$ cat config.mk
export PLATFORM = sky130hd
export DESIGN_NAME = lcpd_queue
export DESIGN_NICKNAME = d
export VERILOG_FILES = /design/src/sv/lcpd_pkg.sv /design/src/sv/lcpd_queue.sv
export SDC_FILE = /design/constraint.sdc
export NUM_CORES = 1
export LEC_CHECK = 0
export BUFFER_PORTS_ARGS = -buffer_cell sky130_fd_sc_hd__buf_4
export CORE_MARGIN = 3
export CORE_UTILIZATION = 58
export CTS_BUF_LIST = sky130_fd_sc_hd__clkbuf_2 sky130_fd_sc_hd__clkbuf_4 sky130_fd_sc_hd__clkbuf_8
export CTS_CLUSTER_SIZE = 10
export DETAILED_ROUTE_END_ITERATION = 10
export GPL_TIMING_DRIVEN = 0
export PLACE_DENSITY_LB_ADDON = 0.05
export RECOVER_POWER = 100
export SKIP_CTS_REPAIR_TIMING = 1
export SLEW_MARGIN = 25
export SYNTH_ARGS = -nofsm -noshare
export SYNTH_HDL_FRONTEND = slang
export SYNTH_SLANG_ARGS = --single-unit
$ cat constraint.sdc
create_clock -name clk -period 25.4 [get_ports clk]
set_input_delay 5.08 -clock clk [delete_from_list [all_inputs] [get_ports clk]]
set_output_delay 5.08 -clock clk [all_outputs]
set_load 0.005 [all_outputs]
$ cat src/sv/lcpd_pkg.sv
package lcpd_pkg;

	// queue between front and back
	localparam int unsigned LCPD_QUEUE_DEPTH = 2;

	// register reset values, unsigned Q8.24
	localparam logic [31:0] GAIN_PROP_RST  = 32'h0100_0000;
	localparam logic [31:0] GAIN_DERIV_RST = 32'd1678;

	// configuration register indexes
	typedef enum logic [0:0] {
		REG_GAIN_PROP  = 1'b0,
		REG_GAIN_DERIV = 1'b1
	} reg_idx_t;

	// word passed from front to back
	typedef struct packed {
		logic signed [31:0] fx;
		logic signed [31:0] fy;
		logic signed [31:0] pos_x;
		logic signed [31:0] pos_y;
		logic signed [31:0] pos_z;
	} item_t;

	// clamp a wide signed value to the signed 32-bit range
	function automatic logic signed [31:0] sat32(input logic signed [47:0] v);
		logic signed [47:0] hi;
		logic signed [47:0] lo;
		hi = 48'sh0000_7FFF_FFFF;
		lo = -48'sh0000_8000_0000;
		if (v > hi) begin
			sat32 = 32'sh7FFF_FFFF;
		end else if (v < lo) begin
			sat32 = 32'sh8000_0000;
		end else begin
			sat32 = v[31:0];
		end
	endfunction

endpackage

$ cat src/sv/lcpd_queue.sv
module lcpd_queue #(
	parameter int unsigned DEPTH = lcpd_pkg::LCPD_QUEUE_DEPTH
) (
	input  logic            clk,
	input  logic            arst_n,
	input  logic            wr,
	input  lcpd_pkg::item_t wr_item,
	output logic            q_full,
	input  logic            rd,
	output lcpd_pkg::item_t rd_item,
	output logic            q_empty
);

	localparam int unsigned PTR_W = (DEPTH > 1) ? $clog2(DEPTH) : 1;
	localparam int unsigned CNT_W = $clog2(DEPTH + 1);

	lcpd_pkg::item_t  mem_q [DEPTH];
	logic [PTR_W-1:0] wr_ptr_q;
	logic [PTR_W-1:0] rd_ptr_q;
	logic [CNT_W-1:0] count_q;
	logic             do_wr;
	logic             do_rd;

	assign q_full  = (count_q == CNT_W'(DEPTH));
	assign q_empty = (count_q == '0);
	assign do_wr   = wr && !q_full;
	assign do_rd   = rd && !q_empty;
	assign rd_item = mem_q[rd_ptr_q];

	// storage
	always_ff @(posedge clk) begin
		if (do_wr) begin
			mem_q[wr_ptr_q] <= wr_item;
		end
	end

	// pointers and fill count
	always_ff @(posedge clk or negedge arst_n) begin
		if (!arst_n) begin
			wr_ptr_q <= '0;
			rd_ptr_q <= '0;
			count_q  <= '0;
		end else begin
			if (do_wr) begin
				wr_ptr_q <= (wr_ptr_q == PTR_W'(DEPTH - 1)) ? '0 : wr_ptr_q + 1'b1;
			end
			if (do_rd) begin
				rd_ptr_q <= (rd_ptr_q == PTR_W'(DEPTH - 1)) ? '0 : rd_ptr_q + 1'b1;
			end
			if (do_wr && !do_rd) begin
				count_q <= count_q + 1'b1;
			end else if (do_rd && !do_wr) begin
				count_q <= count_q - 1'b1;
			end
		end
	end

endmodule

Word level (Yosys, flattened, before mapping)
Memories as Yosys holds them, arrays and structs flattened.
Cells that the tools add are included.
{"block": "word_totals", "reg_bits": 4, "ramBits": 320, "in_bits": 164, "wordCells": 25, "n_memories": 1}
{"memory": "mem_q", "depth": 2, "word_bits": 160, "rd": 1, "rd_ports_with_merged_regs": 0, "wr": 1, "line": "lcpd_queue.sv:17", "source": "lcpd_pkg::item_t mem_q [DEPTH];"}
{"block": "classes", "addsub": 4, "eq_ne": 1, "mux": 6, "reduce_logical": 10}
{"cell": "$logic_and 1x1->1", "count": 4}
{"cell": "$logic_not 1->1", "count": 4}
{"cell": "$mux 1", "count": 4}
{"cell": "$mux 2", "count": 2}
{"cell": "$add 1x1->1 const B", "count": 2}
{"cell": "$add 2x1->2 const B", "count": 1}
{"cell": "$eq 2x2->1 const B", "count": 1}
{"cell": "$logic_not 2->1", "count": 1}
{"cell": "$reduce_bool 2->1", "count": 1}
{"cell": "$sub 2x1->2 const B", "count": 1}

Depth between registers and ports, before layout
Gate-level depths: netlist (run 1).
{"block": "depth", "word_depth": 7, "mapped_depth": 7}

Worst setup path after synthesis (run 1)
No wires, ideal clock.
{"block": "synth_timing", "kind": "input-to-reg", "from": "in wr", "to": "mem mem_q[0][0] (netlist name) (enable)", "arrival_ps": 11809, "slack_ps": 12910, "cell_stages": 2, "n_path_buf": 0, "cell_sequence": "nand2_1 -> nor2_1"}
{"block": "synth_via", "elab_chain_len": 3}
{"element": "start: declaration", "line": "lcpd_queue.sv:6", "source": "input logic wr,"}
{"element": "$logic_and 1x1->1", "line": "lcpd_queue.sv:26", "source": "assign do_wr = wr && !q_full;"}
{"element": "$mux 1", "line": "lcpd_queue.sv:32", "source": "if (do_wr) begin"}
{"element": "$mux 1 (implied by the code)", "line": "lcpd_queue.sv:33", "source": "mem_q[wr_ptr_q] <= wr_item;"}
{"element": "end: declaration", "line": "lcpd_queue.sv:17"}
Every way passes these cells.

Worst setup path after layout (run 1)
{"block": "layout_timing", "from": "in wr", "to": "mem mem_q[0][71] (netlist name) (enable)"}
The elaborated chain is that of the path after synthesis.

==> results of run 1 <==
[cells in the mapped netlist]
cell and count:
and3_1 1, nand2_1 1, o21ai_0 1, mux2_4 90, nand2b_1 1, ha_1 1
buf_2 7, inv_1 2, mux2_2 70, dfrtp_1 4, xor2_1 2, buf_6 11
xnor2_1 3, nor2_1 3, edfxtp_1 320
[sequential cells by signal (all words and copies together) (netlist names)]
register	cells
rd_ptr_q	1
count_q	2
wr_ptr_q	1
mem_q	320
[worst max-delay path: stages]
cell,delay [ns]
clkbuf_1,0.12
nand2_1,0.12
nor2_1,0.49
clkbuf_1,0.78
clkbuf_1,1.02
clkbuf_1,0.95
clkbuf_1,1.10
[metrics by stage]
stage | setup WS, ns | hold slack, ns | cells | utilization
CTS | 18.35 | 0.560 | 1206 | 0.788
finish | 15.84 | 0.523 | 1206 | 0.746
global route | 15.34 | 0.556 | 1206 | 0.746
global placement | 9.94 | 0.477 | 1112 | 0.731
floorplan | 12.91 | 0.461 | 517 | -
detailed placement | 18.59 | 0.549 | 1122 | 0.744
[area by class of cell]
class                   count  area (um^2)  share of cell area
flip-flops and latches    324         9710               0.639
repair buffers            335         2230               0.147
multi-input cells         173         1920               0.127
clock buffers              71          852              0.0561
well taps                 270          338              0.0222
plain buffers              18         67.6             0.00445
clock inverters            13         55.1             0.00363
inverters                   2         7.51            0.000494
[placed cells by master (no fill, tap or decap), drive strengths merged]
master    instances
edfxtp          320
clkbuf          318
mux2            160
buf             106
clkinv           12
dfrtp             4
nor2              3
xnor2             3
inv               2
xor2              2
nand2b            1
nand2             1
o21ai             1
and3              1
ha                1
clkinvlp          1
[layer usage]
metal,GRT usage,share of wire,vias to the layer above
met5,0,0,-
met3,0.0756,0.099,55
met4,0.0865,0.032,0
met2,0.354,0.52,260
li1,-,-,2839
met1,0.226,0.35,2981
[power by group through the flow]
stage                     sequential, W  clock (W)  combinational (W)
after floorplan                0.000789          0           0.000328
after global routing           0.000775   0.000424           0.000535
after global placement         0.000806          0           0.000582
after CTS                      0.000760   0.000400           0.000633
after detailed placement       0.000770          0           0.000630
final                          0.000764   0.000389           0.000492
[worst max-delay path by stage]
stage	from	endpoint	slack [ns]	cells past startpoint
final	wr	mem_q[0][71]$_DFFE_PP_	15.84	7
after global routing	wr	mem_q[0][76]$_DFFE_PP_	15.34	7
after CTS	rd_ptr_q$_DFFE_PN0P_	rd_item[117]	18.35	5
after detailed placement	wr	mem_q[0][73]$_DFFE_PP_	18.59	7
after global placement	wr	mem_q[0][74]$_DFFE_PP_	9.94	3
after floorplan	wr	mem_q[0][0]$_DFFE_PP_	12.91	2
[kinds of logic (layout without fill, tap and decap cells)]
family / after synthesis / count (layout) / synth area share
fa+ha+maj: 1 / 1 / 0.00103
mux: 160 / 160 / 0.177
simple gates: 6 / 6 / 0.00227
buf+inv: 20 / 439 / 0.0137
flops: 324 / 324 / 0.802
compound gates: 1 / 1 / 0.000413
xor+xnor: 5 / 5 / 0.00362
==> metrics, run 1 <==
Slew HR -0.964; Hold Startpoint wr_ptr_q$_DFFE_PN0P_; syn avg cell area between 20 and 25 um^2; number of fill cells ~1300; DR pass1 iterations 4; Ports approximately 330; Bufs on Longest Clock Path 3; crit share post-route 0.376; Starting Density 0.594; Syn Nets ~680; Final Cell Area around 15000 um^2; antenna viol nets, final 0; FF-to-FF setup slack between 15 and 20 ns; Pleak roughly 5.6 nW; worst path arrival time 9.69 ns; vias in the first global route 6586; Post-Syn Instances 517; failing checks max-capacitance violations, max-slew violations; most area-consuming cells after synthesis edfxtp_1, mux2_4, mux2_2; share of layout cells above drive strength 1 0.433; warnings from Yosys 0; Core Rows 52; Clock power frac 0.237; Crit Path Class in -> reg; Hold Crit Depth 1; reg2reg start count_q[0]$_DFFE_PN0P_; Hold Path End wr_ptr_q$_DFFE_PN0P_; IO Port Bufs 325; Starting DRT DRC Count 274; PD cells approximately 110 nW/um^2; switching share of power 0.274; share of power burned in registers 0.464; status finished with violations; Tot Pwr 0.00165 W; Peak supply drop ~0.066 mV; top cell type by total area after synthesis edfxtp_1; Final setup viols 0; CP Capture Type flop; Startpoint Class input port; Slew @ Worst Pin approximately 3 ns; All-Layer GR Usage 0.204; largest net degree at the start of global routing 53; CP required 25.53 ns; Root Driver clkbuf_8; Worst R2R End mem_q[0][71]$_DFFE_PP_; Synth cell types 15; fin. max-slew vios 147; die width between 150 and 200 um; Num CTS Buffers 49; reg2reg path depth 7; total of max-cap violations 3; htree depth 2; via count 6135; crit path max fanout 26; DR WL/cell 19.8 um; hpwl dp 17.0 mm; Antenna Cells 0; Logic pwr share 0.299; area of the core 20400 um^2; placement-stage cell area 15100 um^2; internal power 0.00120 W; top-area cell type share of the netlist area 0.794; CTS clk-pin slew, worst paths around 0.06 ns; vias per cell 5.09; GRT overflow 0; RSZ-0062 raised after global routing false; Num Clock Sinks between 300 and 400; die height 150 um; setup_tns 0 ns; mapped cell area between 10000 and 15000 um^2; Skew-Pair Late Insertion Delay ~0.55 ns; #FFs+latches synth around 320; Fin. Hold Viols 0; final net count around 1100; initial antenna violation count 0; clk_skew 0.0286 ns; Hold Path Class reg -> reg; sequential fraction of the synthesis area 0.802; Die Area 22600 um^2; routability cong. 0.718; Switch Pwr 0.000450 W; fmax 105 MHz; fin crit period 9.56 ns; Detailed Route WL 23.9 mm; area growth from synthesis to layout 25.4%; first-pass GRT wire length around 35 mm; DRC 0; CTS tree yes
Power figures use the tool's default switching activity.
==> run 2: changes to the inputs <==
--- a/config.mk
+++ b/config.mk
@@ -5,9 +5,10 @@
 export SDC_FILE = /design/constraint.sdc
 export NUM_CORES = 1
 export LEC_CHECK = 0
+export ABC_AREA = 1
 export BUFFER_PORTS_ARGS = -buffer_cell sky130_fd_sc_hd__buf_4
 export CORE_MARGIN = 3
-export CORE_UTILIZATION = 58
+export CORE_UTILIZATION = 49
 export CTS_BUF_LIST = sky130_fd_sc_hd__clkbuf_2 sky130_fd_sc_hd__clkbuf_4 sky130_fd_sc_hd__clkbuf_8
 export CTS_CLUSTER_SIZE = 10
 export DETAILED_ROUTE_END_ITERATION = 10
==> constraint.sdc (replaced) <==
create_clock -name clk -period 8.7 [get_ports clk]
set_input_delay 1.74 -clock clk [delete_from_list [all_inputs] [get_ports clk]]
set_output_delay 1.74 -clock clk [all_outputs]
set_load 0.005 [all_outputs]
==> metrics, run 2 <==
status finished with violations; failing checks max-capacitance violations, max-slew violations; DRC 0; Skew-Pair Late Insertion Delay about 0.54 ns; Die Area 26200 um^2; CTS clk-pin slew, worst paths 0.06 ns; crit share post-route 0.655; Setup WS post-layout 3.00 ns; count leader, synth nand2_1; area of the core 23700 um^2; total of max-cap violations 1; Detailed Route WL 26.0 mm; GRT overflow 0; Core Rows 56; worst path arrival time about 5.9 ns; antenna viol nets, final 0; Bufs on Longest Clock Path 3; Num Clock Sinks 324; initial antenna violation count 4; final cell utilization of the core 0.647; DR WL/cell 16.2 um; Starting DRT DRC Count 530; Reg with most FFs mem_q; die width about 160 um; crit path max fanout 83; fin. max-slew vios 78; Final Cell Area around 15000 um^2; vias in the first global route 7466; Syn Nets 1032; Slew HR -1.43; Synth cell types 15; die height 162 um; share of layout cells above drive strength 1 0.261; commonest non-fill, non-tap cell in the layout nand2_1; RSZ-0062 raised after global routing false; number of fill cells 1915; vias per cell 4.66; clk_skew 0.0189 ns; FF-to-FF setup slack 3.70 ns; warnings from Yosys 0; synth cell count leaders nand2_1, edfxtp_1, buf_2, buf_6, inv_1; ys async rst share 0.0123; placement-stage cell area 15000 um^2; DP Worst Slack roughly 5.0 ns; mapped cell area 11900 um^2; CP required 8.90 ns; Starting Density 0.502; top flop regs mem_q: 320 flops, count_q: 2 flops; fin crit period ~5.7 ns; #FFs+latches synth 324; CP Capture Type flop; top cell type by total area after synthesis edfxtp_1; largest net degree at the start of global routing 84; Peak supply drop 0.212 mV; final net count 1419; max FFs per register 320; CTS tree yes; IO Port Bufs 325; hpwl dp 17.9 mm; Crit Path Class in -> reg; final hold slack roughly 0.52 ns; Num CTS Buffers 51; area growth from synthesis to layout 28.9%; Startpoint Class input port; Slew @ Worst Pin 3.63 ns; sequential fraction of the synthesis area 0.817; top-area cell type share of the netlist area 0.809; htree depth 2; first-pass GRT wire length 39.4 mm; most area-consuming cells after synthesis edfxtp_1, nand2_1, buf_2; most frequent cells in the layout nand2_1, edfxtp_1, clkbuf_4; Final setup viols 0; Fin. Hold Viols 0; syn avg cell area 13.7 um^2; setup_tns 0 ns; Hold Path Class reg -> reg; Pleak 6.34 nW; Ports 326; fmax 175 MHz; Post-synth EDFFs 320; PD cells around 320 nW/um^2; Post-Syn Instances 867; most common flop cell mapped by yosys edfxtp_1; DR pass1 iterations 5; via count 7496; Root Driver clkbuf_8; routability cong. 0.734; All-Layer GR Usage 0.195
-- run 2: routing by layer --
metal  up-vias  track usage  part of all wire
li1       3723            -                 -
met1      3427        0.228              0.37
met2       286        0.323              0.48
met3        56       0.0865              0.11
met4         4       0.0721             0.030
met5         -            0           0.00081
-- run 2: cell type report --
cell class | count | area (um^2) | area share
inverter | 8 | 32.5 | 0.00212
sequential | 324 | 9710 | 0.634
buffer | 35 | 155 | 0.0101
tap | 319 | 399 | 0.0260
clock inverter | 14 | 62.6 | 0.00408
multi-input combinational | 500 | 1900 | 0.124
timing repair buffer | 334 | 2190 | 0.143
clock buffer | 74 | 875 | 0.0571
antenna | 1 | 2.50 | 0.000163
-- run 2: critical path: stages --
cell and delay [ns]:
clkbuf_4 0.11, inv_1 0.04, nor2_1 0.05, nand2_1 0.09
clkinvlp_2 2.68, buf_16 1.10
-- run 2: final timing paths --
check | to | cells after the start | from
max | mem_q[0][104]$_DFFE_PP_ | 6 | wr
min | wr_ptr_q$_DFFE_PN0P_ | 2 | wr_ptr_q$_DFFE_PN0P_
max reg2reg | mem_q[0][104]$_DFFE_PP_ | 5 | count_q[0]$_DFFE_PN0P_
min reg2reg | wr_ptr_q$_DFFE_PN0P_ | 2 | wr_ptr_q$_DFFE_PN0P_
max in group asynchronous | wr_ptr_q$_DFFE_PN0P_ | 1 | arst_n
min in group asynchronous | rd_ptr_q$_DFFE_PN0P_ | 1 | arst_n
-- run 2: power by group --
part | switching (W) | internal [W]
logic | 0.000981 | 0.000594
clock network | 0.000537 | 0.000641
registers | 0.0000727 | 0.00215
-- run 2: metrics by stage --
step | cells | power (W)
global route | 1609 | 0.00531
detailed placement | 1520 | 0.00411
global placement | 1511 | 0.00409
CTS | 1608 | 0.00529
floorplan | 867 | 0.00309
finish | 1609 | 0.00497
-- run 2: cell families (layout without fill, tap and decap cells) --
group,count (synthesis),count (layout),share of synthesized area
AO/OA/AOI/OAI,2,2,0.000842
buffers and inverters,43,465,0.0232
flip-flops,324,324,0.817
XOR/XNOR,1,1,0.000737
AND/OR/NAND/NOR,496,496,0.157
other,0,1,0
adder cells (fa/ha/maj),1,1,0.00105
