--- config.mk ---
export PLATFORM = sky130hd
export DESIGN_NAME = lcpd_front
export DESIGN_NICKNAME = d
export VERILOG_FILES = /design/src/sv/lcpd_pkg.sv /design/src/sv/lcpd_front.sv
export SDC_FILE = /design/constraint.sdc
export NUM_CORES = 1
export LEC_CHECK = 0
export ABC_AREA = 1
export BUFFER_PORTS_ARGS = -buffer_cell sky130_fd_sc_hd__clkbuf_2
export CAP_MARGIN = 20
export CORE_ASPECT_RATIO = 0.9
export CORE_MARGIN = 5
export CORE_UTILIZATION = 45
export DETAILED_ROUTE_END_ITERATION = 16
export PLACE_DENSITY = 0.76
export SETUP_SLACK_MARGIN = 0.4
export SYNTH_ARGS = -nofsm -noshare
export SYNTH_HDL_FRONTEND = slang
export SYNTH_SLANG_ARGS = --single-unit
--- constraint.sdc ---
create_clock -name clk -period 5.2 [get_ports clk]
set_input_delay 1.04 -clock clk [delete_from_list [all_inputs] [get_ports clk]]
set_output_delay 1.04 -clock clk [all_outputs]
set_load 0.03 [all_outputs]
--- src/sv/lcpd_pkg.sv ---
package lcpd_pkg;

	// queue between front and back
	localparam int unsigned LCPD_QUEUE_DEPTH = 2;

	// register reset values, unsigned Q8.24
	localparam logic [31:0] GAIN_PROP_RST  = 32'h0100_0000;
	localparam logic [31:0] GAIN_DERIV_RST = 32'd1678;

	// configuration register indexes
	typedef enum logic [0:0] {
		REG_GAIN_PROP  = 1'b0,
		REG_GAIN_DERIV = 1'b1
	} reg_idx_t;

	// word passed from front to back
	typedef struct packed {
		logic signed [31:0] fx;
		logic signed [31:0] fy;
		logic signed [31:0] pos_x;
		logic signed [31:0] pos_y;
		logic signed [31:0] pos_z;
	} item_t;

	// clamp a wide signed value to the signed 32-bit range
	function automatic logic signed [31:0] sat32(input logic signed [47:0] v);
		logic signed [47:0] hi;
		logic signed [47:0] lo;
		hi = 48'sh0000_7FFF_FFFF;
		lo = -48'sh0000_8000_0000;
		if (v > hi) begin
			sat32 = 32'sh7FFF_FFFF;
		end else if (v < lo) begin
			sat32 = 32'sh8000_0000;
		end else begin
			sat32 = v[31:0];
		end
	endfunction

endpackage

--- src/sv/lcpd_front.sv ---
module lcpd_front (
	input  logic                  clk,
	input  logic                  arst_n,
	input  logic                  push,
	output logic                  full,
	input  logic [31:0]           stamp,
	input  logic signed [31:0]    cell_neg_x,
	input  logic signed [31:0]    cell_pos_y,
	input  logic signed [31:0]    cell_neg_y,
	input  logic signed [31:0]    cell_pos_x,
	input  logic signed [31:0]    pos_x,
	input  logic signed [31:0]    pos_y,
	input  logic signed [31:0]    pos_z,
	output logic                  q_push,
	output lcpd_pkg::item_t       q_item,
	input  logic                  q_full
);

	logic [31:0]        last_stamp_q;
	logic signed [31:0] rest_q [4];
	logic signed [31:0] reading [4];
	logic signed [31:0] rest [4];
	logic               accept;
	logic               dup;
	logic               blank;
	logic               capture;
	logic signed [47:0] diff_x;
	logic signed [47:0] diff_y;

	assign reading[0] = cell_neg_x;
	assign reading[1] = cell_pos_y;
	assign reading[2] = cell_neg_y;
	assign reading[3] = cell_pos_x;

	// classify the incoming word
	assign full    = q_full;
	assign accept  = push && !q_full;
	assign dup     = (stamp == last_stamp_q);
	assign blank   = (reading[0] == 32'sd0) && (reading[1] == 32'sd0) &&
		(reading[2] == 32'sd0) && (reading[3] == 32'sd0);
	assign q_push  = accept && !dup && !blank;
	assign capture = (rest_q[0] == 32'sd0);

	// offsets as seen by this word
	always_comb begin
		for (int i = 0; i < 4; i++) begin
			rest[i] = capture ? reading[i] : rest_q[i];
		end
	end

	// offset-corrected force vector
	always_comb begin
		diff_x = (48'(reading[3]) - 48'(rest[3])) - (48'(reading[0]) - 48'(rest[0]));
		diff_y = (48'(reading[1]) - 48'(rest[1])) - (48'(reading[2]) - 48'(rest[2]));
		q_item.fx    = lcpd_pkg::sat32(diff_x);
		q_item.fy    = lcpd_pkg::sat32(diff_y);
		q_item.pos_x = pos_x;
		q_item.pos_y = pos_y;
		q_item.pos_z = pos_z;
	end

	// stamp and rest offset state
	always_ff @(posedge clk or negedge arst_n) begin
		if (!arst_n) begin
			last_stamp_q <= '0;
			for (int i = 0; i < 4; i++) begin
				rest_q[i] <= '0;
			end
		end else if (q_push) begin
			last_stamp_q <= stamp;
			if (capture) begin
				for (int i = 0; i < 4; i++) begin
					rest_q[i] <= reading[i];
				end
			end
		end
	end

endmodule

# Word-level counts from Yosys, hierarchy flattened
# Index checks and enable logic that the tools add are counted.
# word_totals
register_bits	160
latchBits	0
ramBits	0
rom_bits	0
in_bits	260
output_inout_bits	162
wordCells	39
mem_count	0
# classes
add_sub_neg	6
n_mul	0
div	0
magnitude_cmp	4
n_eq_ne	1
n_shift	0
mux	8
bitwise	0
n_reduce_logical	15
# op_table
op	count
32-bit 2-to-1 mux	8
32-bit logical NOT	5
32-bit by 32-bit subtractor with 33-bit output	4
34-bit by 32-bit greater-than comparator with 1-bit output (second input constant)	2
34-bit by 32-bit less-than comparator with 1-bit output (second input constant)	2
33-bit by 33-bit subtractor with 34-bit output	2
32-bit equality test	1
1-bit logical AND	6
1-bit logical NOT	3
2-bit AND reduction	1

# Depth between registers and ports, before layout
# Gate-level depths: netlist of the first run.
# logic_depth
word_depth	7
depth_mapped	29
ltp_nobuf	27

# Worst setup path after synthesis of the first run
# OpenSTA, ideal clock, no wires.
# synth_path
path_kind	register to output
startpoint	register rest_q[118] in the netlist's numbering
endpoint	output port q_item[130] in the netlist's numbering
t_arrival_ns	4.296
t_required_ns	4.160
path_slack_ns	-0.136
stages_incl_launch_ff	29
path_buffers	2
path_cell_list	dfrtp_1 > nor4_1 > nand4_1 > nor2_1 > clkinv_1 > clkbuf_1 > o21ai_0 > fa_1 > fa_1 > inv_1 > ha_1 > inv_1 > fa_1 > inv_1 > nand2_1 > nand2_1 > nand3b_1 > nand2_1 > nand2_1 > nand2_1 > nand2_1 > nand2_1 > nand2_1 > nand2_1 > nand2_2 > nand2_4 > buf_6 > nand2_1 > nand2_1
# synth_rtl
element	line	rtl
start: declaration	lcpd_front.sv:20	logic signed [31:0] rest_q [4];
start signal: indexed assignment	lcpd_front.sv:73	rest_q[i] <= reading[i];
end: declaration	lcpd_front.sv:15	output lcpd_pkg::item_t q_item,

==> parameters.txt, run 1 <==
Parameter                              Value

STA
  Setup-violating endpoint count in the final report    64
  Worst slew margin relative to its limit    0.406
  Crit share post-route    1.21
  Total Negative Setup Slacks    -62680 ps
  Unrepaired setup endpoints after global routing    yes
  Total count of hold-check failures in the final report    0
  Final worst-path setup slack    -1090 ps
  Slew at the pin closest to its max-slew limit    891 ps
  Clock Skews    11.8 ps
  Max-slew violation count    0
  Fmax    159 MHz
  Min Tclk post-route    6290 ps

Yosys
  Post-synthesis compound-gate area fraction    0.0608
  Post-synth top area cell    dfrtp_1
  Syn_area_per_cell    6.92 um^2
  Top area cells in the synthesized netlist    dfrtp_1 (22%), nand2_1 (18%), fa_1 (14%)
  Adder and majority cell fraction of the synthesized area    0.189
  Cell count after synthesis    2635
  Top cell type's share of synthesized area    0.220
  Mapped Nets    3093
  Share of the synthesized netlist area taken by xor and xnor gates    0.0346
  Post-synthesis cell type count    42
  Main combinational cell family by area after synthesis    simple AND/OR/NAND/NOR gates
  Synthesized-area fraction occupied by and/or/nand/nor cells    0.300
  Post-synthesis register bit count    160
  Most used flip-flop cell after synthesis    dfrtp_1
  Post-synthesis instance area    0.0182 mm^2
  Share of async-settable or async-resettable flops after synthesis    1.00
  Multiplexer share of the synthesized area    0.0154
  Number of enable-type register cells in the synthesized netlist    0
  Ranking of synthesized cells by instance count    nand2_1 (854), inv_1 (512), nand4_1 (165), dfrtp_1 (160), fa_1 (130)
  Sequential area share after synthesis    0.220
  Total of warnings raised by yosys    0
  Most frequently used cell type in the post-synthesis netlist    nand2_1

Cells and area
  Area growth from synthesis to layout    48.2%
  Layout cell share with drive strength beyond 1    0.383
  Area of the multi-input gates    0.0132 mm^2
  Filler instances    3121
  Final design instance area without fill    0.0270 mm^2
  Net count of the finished layout    3734
  Utilization after layout    0.669
  Total area of sequential cells    0.00400 mm^2

Route
  Drt pass-1 iters    7
  Drc violations    0
  DR vias/cell    5.18
  Wire length per cell    17.3 um
  Via count of the routed design    19.9k
  Number of DRC markers in iteration 0    1643
  Final wirelength    66300 um
  Number of nets with antenna violations after detailed routing    0

Worst setup path
  Required time at the endpoint of the critical path    4160 ps
  Crit-path max cell delay    470 ps
  Capturing point of the worst reg2reg path    rest_q[55]$_DFFE_PN0P_
  Worst setup EP type    primary output
  Slowest library cell on the worst path    fa_1
  Kind of start point of the critical path    register
  Critical path arrival    5250 ps
  Worst r2r src    rest_q[100]$_DFFE_PN0P_
  Worst setup path category    reg -> out
  Worst Path Max Fanout    7
  Dominant cell type by count on the critical path    nand2_2
  Cell depth of the worst flop-to-flop path    9
  R2R setup slack    2300 ps

Clocking
  CTS root buffer    clkbuf_16
  Clock-pin slew on the worst setup and hold paths    80 ps
  H-Tree Depth    4
  Post-CTS Hold Fix Bufs    0
  Number of buffers created by CTS    17
  Max Root-Sink Buffers    2
  CTS tree    done
  Clock latency of the later-clocked register in the worst-skew pair    450 ps
  Clock sinks    160

Floorplanning
  Chip height    201 um
  Die width    222 um
  Row count    70
  Die footprint    0.0446 mm^2
  Standard cell core area    0.0404 mm^2
  Initial Utilization    0.452
  Io pins    422

Flow run
  Max-cap check violation count    0

GRT
  Leftover overflow at the end of global routing    0
  Initial antenna violation count    7
  Pin count of the biggest net entering global routing    106
  Wire length of the first global-routing pass    103000 um
  Overall Global Routing Usage    0.281
  Vias in the first global route    20.2k

Hold path
  Hold Crit Start    rest_q[60]$_DFFE_PN0P_
  Worst min-delay path class    reg -> reg
  Cell count of the worst hold path    2
  Worst hold path endpoint    rest_q[60]$_DFFE_PN0P_

Placed design
  Global placement routability congestion    0.949
  Post-detailed-placement cell area    0.0234 mm^2
  Sum of net half-perimeters after detailed placement    48800 um
  Quantity of I/O buffers inserted on ports    229
  Worst-case setup slack after placement    -869 ps

Power
  Leakage power    0.0145 uW
  Maximum VDD drop    0.421 mV
  Power Dens Cells    327 mW/mm^2
  Total Power    8850 uW

Status
  Run status    complete, but fails checks
  Violations in the final reports    negative setup slack
[cell type report]
cell class                      instances  share of cell area
Clock inverter                         15             0.00607
Inverter                              522              0.0733
Antenna cell                            7            0.000648
Timing Repair inverter                  1            0.000324
Tap cell                              540              0.0250
Sequential cell                       160               0.148
Timing Repair Buffer                  805               0.244
Clock buffer                           17              0.0157
Multi-Input combinational cell       1769               0.487
[critical path: cells and delay by family, from the launching register on]
family | cells | cell delay (ps)
buffers and inverters | 9 | 1150
adders and majority gates | 3 | 1120
AOI/OAI and AO/OA | 1 | 180
and+or+nand+nor | 14 | 1650
muxes | 1 | 250
DFF | 1 | 410
[through the flow]
stage               std cells  hold WS [ps]
CTS                      3811           471
detailed placement       3725           453
global route             3836           479
finish                   3836           468
global placement         3725           448
floorplan                2635           437
[routing by layer]
metal | track usage | share of wire | vias to the layer above
li1 | - | - | 9334
met1 | 0.363 | 0.40 | 9421
met2 | 0.482 | 0.50 | 945
met3 | 0.0466 | 0.070 | 167
met4 | 0.0951 | 0.037 | 0
met5 | 0 | 0 | -
[report_power, final]
part	switching, uW	internal (uW)	total [uW]	leakage [uW]
Combinational	3370	2880	6260	0.0122
Sequential	23.5	1270	1300	0.00202
Clock	645	648	1290	0.000291
Total	4040	4800	8850	0.0145
[layout by cell type (no fill, tap or decap), types with 7 or more instances in the layout]
cell type / Yosys / final
nor4_1: 20 / 15
ha_1: 68 / 11
nand2_4: 5 / 85
nor2_4: 1 / 8
clkbuf_16: 0 / 20
ha_4: 0 / 51
diode_2: 0 / 7
o21ai_2: 0 / 11
o21ai_0: 80 / 61
clkbuf_2: 0 / 164
clkbuf_8: 0 / 11
fa_1: 130 / 127
inv_8: 0 / 8
a21oi_1: 93 / 62
mux2i_2: 0 / 9
buf_12: 0 / 23
nand2_1: 854 / 683
buf_4: 108 / 526
nand2_2: 23 / 106
nor2_2: 5 / 15
nand3_1: 52 / 44
nand4_1: 165 / 165
inv_1: 512 / 473
xnor2_1: 38 / 38
xor2_1: 34 / 33
nand3_2: 2 / 8
mux2i_1: 28 / 14
o21bai_1: 16 / 14
nand2_8: 0 / 12
inv_2: 9 / 47
nor2_1: 111 / 94
a21oi_2: 4 / 29
buf_8: 1 / 40
buf_6: 20 / 31
dfrtp_1: 160 / 160
o21ai_1: 2 / 10
[worst max path at each step]
| stage | from | endpoint | slack, ps | depth (start not counted) |
|---|---|---|---|---|
| finish | rest_q[100]$_DFFE_PN0P_ | q_item[116] | -1090 | 28 |
| global route | rest_q[120]$_DFFE_PN0P_ | q_item[116] | -1310 | 30 |
| detailed placement | rest_q[100]$_DFFE_PN0P_ | q_item[124] | -870 | 24 |
| CTS | rest_q[120]$_DFFE_PN0P_ | q_item[117] | -1040 | 29 |
| floorplan | rest_q[100]$_DFFE_PN0P_ | q_item[101] | 90 | 26 |
| global placement | rest_q[100]$_DFFE_PN0P_ | q_item[101] | -830 | 24 |
[logic make-up (layout without fill, tap and decap cells)]
kind of cell             after synthesis  count (layout)
XOR/XNOR                              72              72
adder cells (fa/ha/maj)              198             198
flip-flops                           160             160
other                                  0               7
multiplexers                          28              28
buffers and inverters                710            1360
AO/OA/AOI/OAI                        205             205
AND/OR/NAND/NOR                     1262            1266
[what timing repair did]
action                     in CTS  in global routing
pin swaps                      68                 80
cloned                         10                  3
gates resized for setup       334                258
buffers inserted               44                 15
setup endpoints to repair      64                 64
[registers in the layout, summed over array words and instances (netlist names)]
register / count
last_stamp_q: 32
rest_q: 128
No activity file was read; power rests on OpenSTA's default activity.
==> run 2: changes to the inputs <==
ABC_AREA = 0   (was 1)
ABC_CLOCK_PERIOD_IN_PS = 5200   (was default)
PLACE_DENSITY = 0.77   (was 0.76)
==> parameters.txt, run 2 <==
Parameter                              Value

Route
  DR vias/cell    5.37 (was 5.18)
  Via count of the routed design    15.6k (was 19.9k)
  Drc violations    0 (unchanged)
  Final wirelength    56700 um (was 66300 um)
  Number of DRC markers in iteration 0    1124 (was 1643)
  Wire length per cell    19.5 um (was 17.3 um)
  Drt pass-1 iters    5 (was 7)
  Number of nets with antenna violations after detailed routing    0 (unchanged)

Cells and area
  Filler instances    2778 (was 3121)
  Register containing the most flip-flops in the final layout    rest_q (unchanged)
  Most used cells in the layout excluding fill and tap cells    buf_4 (458), inv_1 (309), clkbuf_2 (164) (was nand2_1 (683), buf_4 (526), inv_1 (473))
  Area growth from synthesis to layout    44.7% (was 48.2%)
  Net count of the finished layout    2869 (was 3734)
  Layout cell share with drive strength beyond 1    0.422 (was 0.383)
  Biggest registers after layout    rest_q (128), last_stamp_q (32) (unchanged)
  Total area of sequential cells    0.00400 mm^2 (unchanged)
  Max reg flops    128 (unchanged)
  Area of the multi-input gates    0.0116 mm^2 (was 0.0132 mm^2)
  Utilization after layout    0.662 (was 0.669)
  Most common cell after layout, fill and taps aside    buf_4 (was nand2_1)

Yosys
  Adder and majority cell fraction of the synthesized area    0.208 (was 0.189)
  Total of warnings raised by yosys    0 (unchanged)
  Synthesized-area fraction occupied by and/or/nand/nor cells    0.0991 (was 0.300)
  Most used flip-flop cell after synthesis    dfrtp_1 (unchanged)
  Main combinational cell family by area after synthesis    adder cells (was simple AND/OR/NAND/NOR gates)
  Post-synthesis cell type count    71 (was 42)
  Syn_area_per_cell    9.11 um^2 (was 6.92 um^2)
  Cell count after synthesis    1820 (was 2635)
  Sequential area share after synthesis    0.241 (was 0.220)
  Ranking of synthesized cells by instance count    inv_1 (320), dfrtp_1 (160), nand2_1 (154), fa_1 (130), a21oi_1 (114) (was nand2_1 (854), inv_1 (512), nand4_1 (165), dfrtp_1 (160), fa_1 (130))
  Multiplexer share of the synthesized area    0.127 (was 0.0154)
  Share of async-settable or async-resettable flops after synthesis    1.00 (unchanged)
  Most frequently used cell type in the post-synthesis netlist    inv_1 (was nand2_1)
  Mapped Nets    2278 (was 3093)
  Post-synthesis instance area    0.0166 mm^2 (was 0.0182 mm^2)
  Post-synthesis compound-gate area fraction    0.142 (was 0.0608)
  Top area cells in the synthesized netlist    dfrtp_1 (24%), fa_1 (16%), inv_1 (7.2%) (was dfrtp_1 (22%), nand2_1 (18%), fa_1 (14%))
  Post-synth top area cell    dfrtp_1 (unchanged)
  Top cell type's share of synthesized area    0.241 (was 0.220)
  Number of enable-type register cells in the synthesized netlist    0 (unchanged)
  Share of the synthesized netlist area taken by xor and xnor gates    0.0459 (was 0.0346)
  Post-synthesis register bit count    160 (unchanged)

Floorplanning
  Chip height    192 um (was 201 um)
  Initial Utilization    0.457 (was 0.452)
  Io pins    422 (unchanged)
  Row count    66 (was 70)
  Standard cell core area    0.0363 mm^2 (was 0.0404 mm^2)
  Die footprint    0.0408 mm^2 (was 0.0446 mm^2)
  Die width    212 um (was 222 um)

Worst setup path
  Critical path arrival    5750 ps (was 5250 ps)
  Kind of start point of the critical path    register (unchanged)
  R2R setup slack    2410 ps (was 2300 ps)
  Worst setup path category    reg -> out (unchanged)
  Required time at the endpoint of the critical path    4160 ps (about the same)
  Worst Path Max Fanout    6 (was 7)
  Worst setup EP type    primary output (unchanged)

Clocking
  Number of buffers created by CTS    17 (unchanged)
  Max Root-Sink Buffers    2 (unchanged)
  CTS root buffer    clkbuf_16 (unchanged)
  CTS tree    done (unchanged)
  H-Tree Depth    4 (unchanged)
  Clock sinks    160 (unchanged)
  Clock-pin slew on the worst setup and hold paths    70 ps (was 80 ps)
  Clock latency of the later-clocked register in the worst-skew pair    450 ps (about the same)

Placed design
  Global placement routability congestion    0.938 (was 0.949)
  Sum of net half-perimeters after detailed placement    44400 um (was 48800 um)
  Quantity of I/O buffers inserted on ports    229 (unchanged)
  Worst-case setup slack after placement    -1480 ps (was -869 ps)

STA
  Final worst-path setup slack    -1590 ps (was -1090 ps)
  Clock Skews    17.7 ps (was 11.8 ps)
  Unrepaired setup endpoints after global routing    yes (unchanged)
  Crit share post-route    1.31 (was 1.21)
  Fmax    147 MHz (was 159 MHz)
  Max-slew violation count    0 (unchanged)
  Total count of hold-check failures in the final report    0 (unchanged)
  Min Tclk post-route    6790 ps (was 6290 ps)
  Slew at the pin closest to its max-slew limit    844 ps (was 891 ps)
  Setup-violating endpoint count in the final report    64 (unchanged)
  Worst slew margin relative to its limit    0.437 (was 0.406)

Status
  Violations in the final reports    negative setup slack (unchanged)
  Run status    complete, but fails checks (unchanged)

GRT
  Leftover overflow at the end of global routing    0 (unchanged)
  Initial antenna violation count    12 (was 7)
  Vias in the first global route    16.6k (was 20.2k)
  Overall Global Routing Usage    0.273 (was 0.281)
  Wire length of the first global-routing pass    87400 um (was 103000 um)
  Pin count of the biggest net entering global routing    129 (was 106)

Hold path
  Worst min-delay path class    reg -> reg (unchanged)

Flow run
  Max-cap check violation count    0 (unchanged)
==> run 2: cell types whose count changed after synthesis, sizes merged, moves of 29 or more <==
cell	delta
a21o	+104
nand3	-39
mux2	+107
nand4	-130
nand2	-728
o21ai	-43
buf	-50
nor2	-71
xnor2	+29
mux2i	+62
inv	-201
==> run 2: cell type report <==
cell class                 count  share of cell area
antenna                        4            0.000417
clock buffer                  19              0.0180
clock inverter                13             0.00766
inverter                     320              0.0501
multi-input combinational   1178               0.481
sequential                   160               0.167
tap                          476              0.0248
timing repair buffer         734               0.251
==> run 2: cells by family after synthesis <==
logic type	count (synthesis)
buf+inv	482
compound gates	354
simple gates	343
fa+ha+maj	198
mux	197
flops	160
xor+xnor	86
==> run 2: routing by layer <==
| metal | wire, um | up-vias | track usage |
|---|---|---|---|
| met5 | 76 | - | 0 |
| met4 | 1360 | 12 | 0.0783 |
| met3 | 5190 | 112 | 0.0732 |
| met2 | 27200 | 633 | 0.459 |
| met1 | 22900 | 7672 | 0.349 |
| li1 | - | 7169 | - |
==> run 2: worst paths after layout <==
kind,startpoint,end,depth (start not counted)
max,rest_q[99]$_DFFE_PN0P_,q_item[150],26
max reg2reg,last_stamp_q[21]$_DFFE_PN0P_,rest_q[42]$_DFFE_PN0P_,9
min in group asynchronous,arst_n,last_stamp_q[13]$_DFFE_PN0P_,1
min,rest_q[68]$_DFFE_PN0P_,rest_q[68]$_DFFE_PN0P_,1
max in group asynchronous,arst_n,rest_q[51]$_DFFE_PN0P_,2
min reg2reg,rest_q[68]$_DFFE_PN0P_,rest_q[68]$_DFFE_PN0P_,1
==> run 2: what timing repair did <==
| item | 4_1_cts | 5_1_grt |
|---|---|---|
| gates resized for setup | 220 | 140 |
| setup buffers | 31 | 14 |
| pin swaps | 13 | 25 |
| hold buffers | 0 | 0 |
| endpoints found under the setup margin | 64 | 64 |
| cloned | 5 | 7 |
==> run 2: critical path, stage by stage, from the launching register on <==
cell and delay, ps:
dfrtp_1 420, nor4_4 340, nand4_1 110, buf_4 180
nor2_4 140, buf_8 170, buf_6 110, mux2_4 300
fa_2 530, fa_1 420, inv_2 80, ha_4 130
inv_2 40, fa_2 360, nor2b_2 160, o2111ai_2 200
a21oi_1 170, buf_4 160, o211ai_1 90, o211ai_1 150
xnor2_2 160, buf_4 150, o21ai_4 80, buf_12 150
clkbuf_16 150, a21o_4 210, buf_8 130
==> run 2: metrics by stage <==
| stage | hold WS [ps] | instances | TNS (ps) | area (um^2) |
|---|---|---|---|---|
| after global placement | 463 | 2811 | -79800 | 21300 |
| after global routing | 510 | 2903 | -112870 | 24000 |
| after CTS | 490 | 2879 | -94330 | 23300 |
| final | 485 | 2904 | -97410 | 24000 |
| after floorplan | 450 | 1820 | -34840 | 17200 |
| after detailed placement | 475 | 2811 | -84870 | 21300 |
Power of run 2 is not shown: default switching activity piles up to over one toggle a cycle in this logic, so the estimate is an artifact.
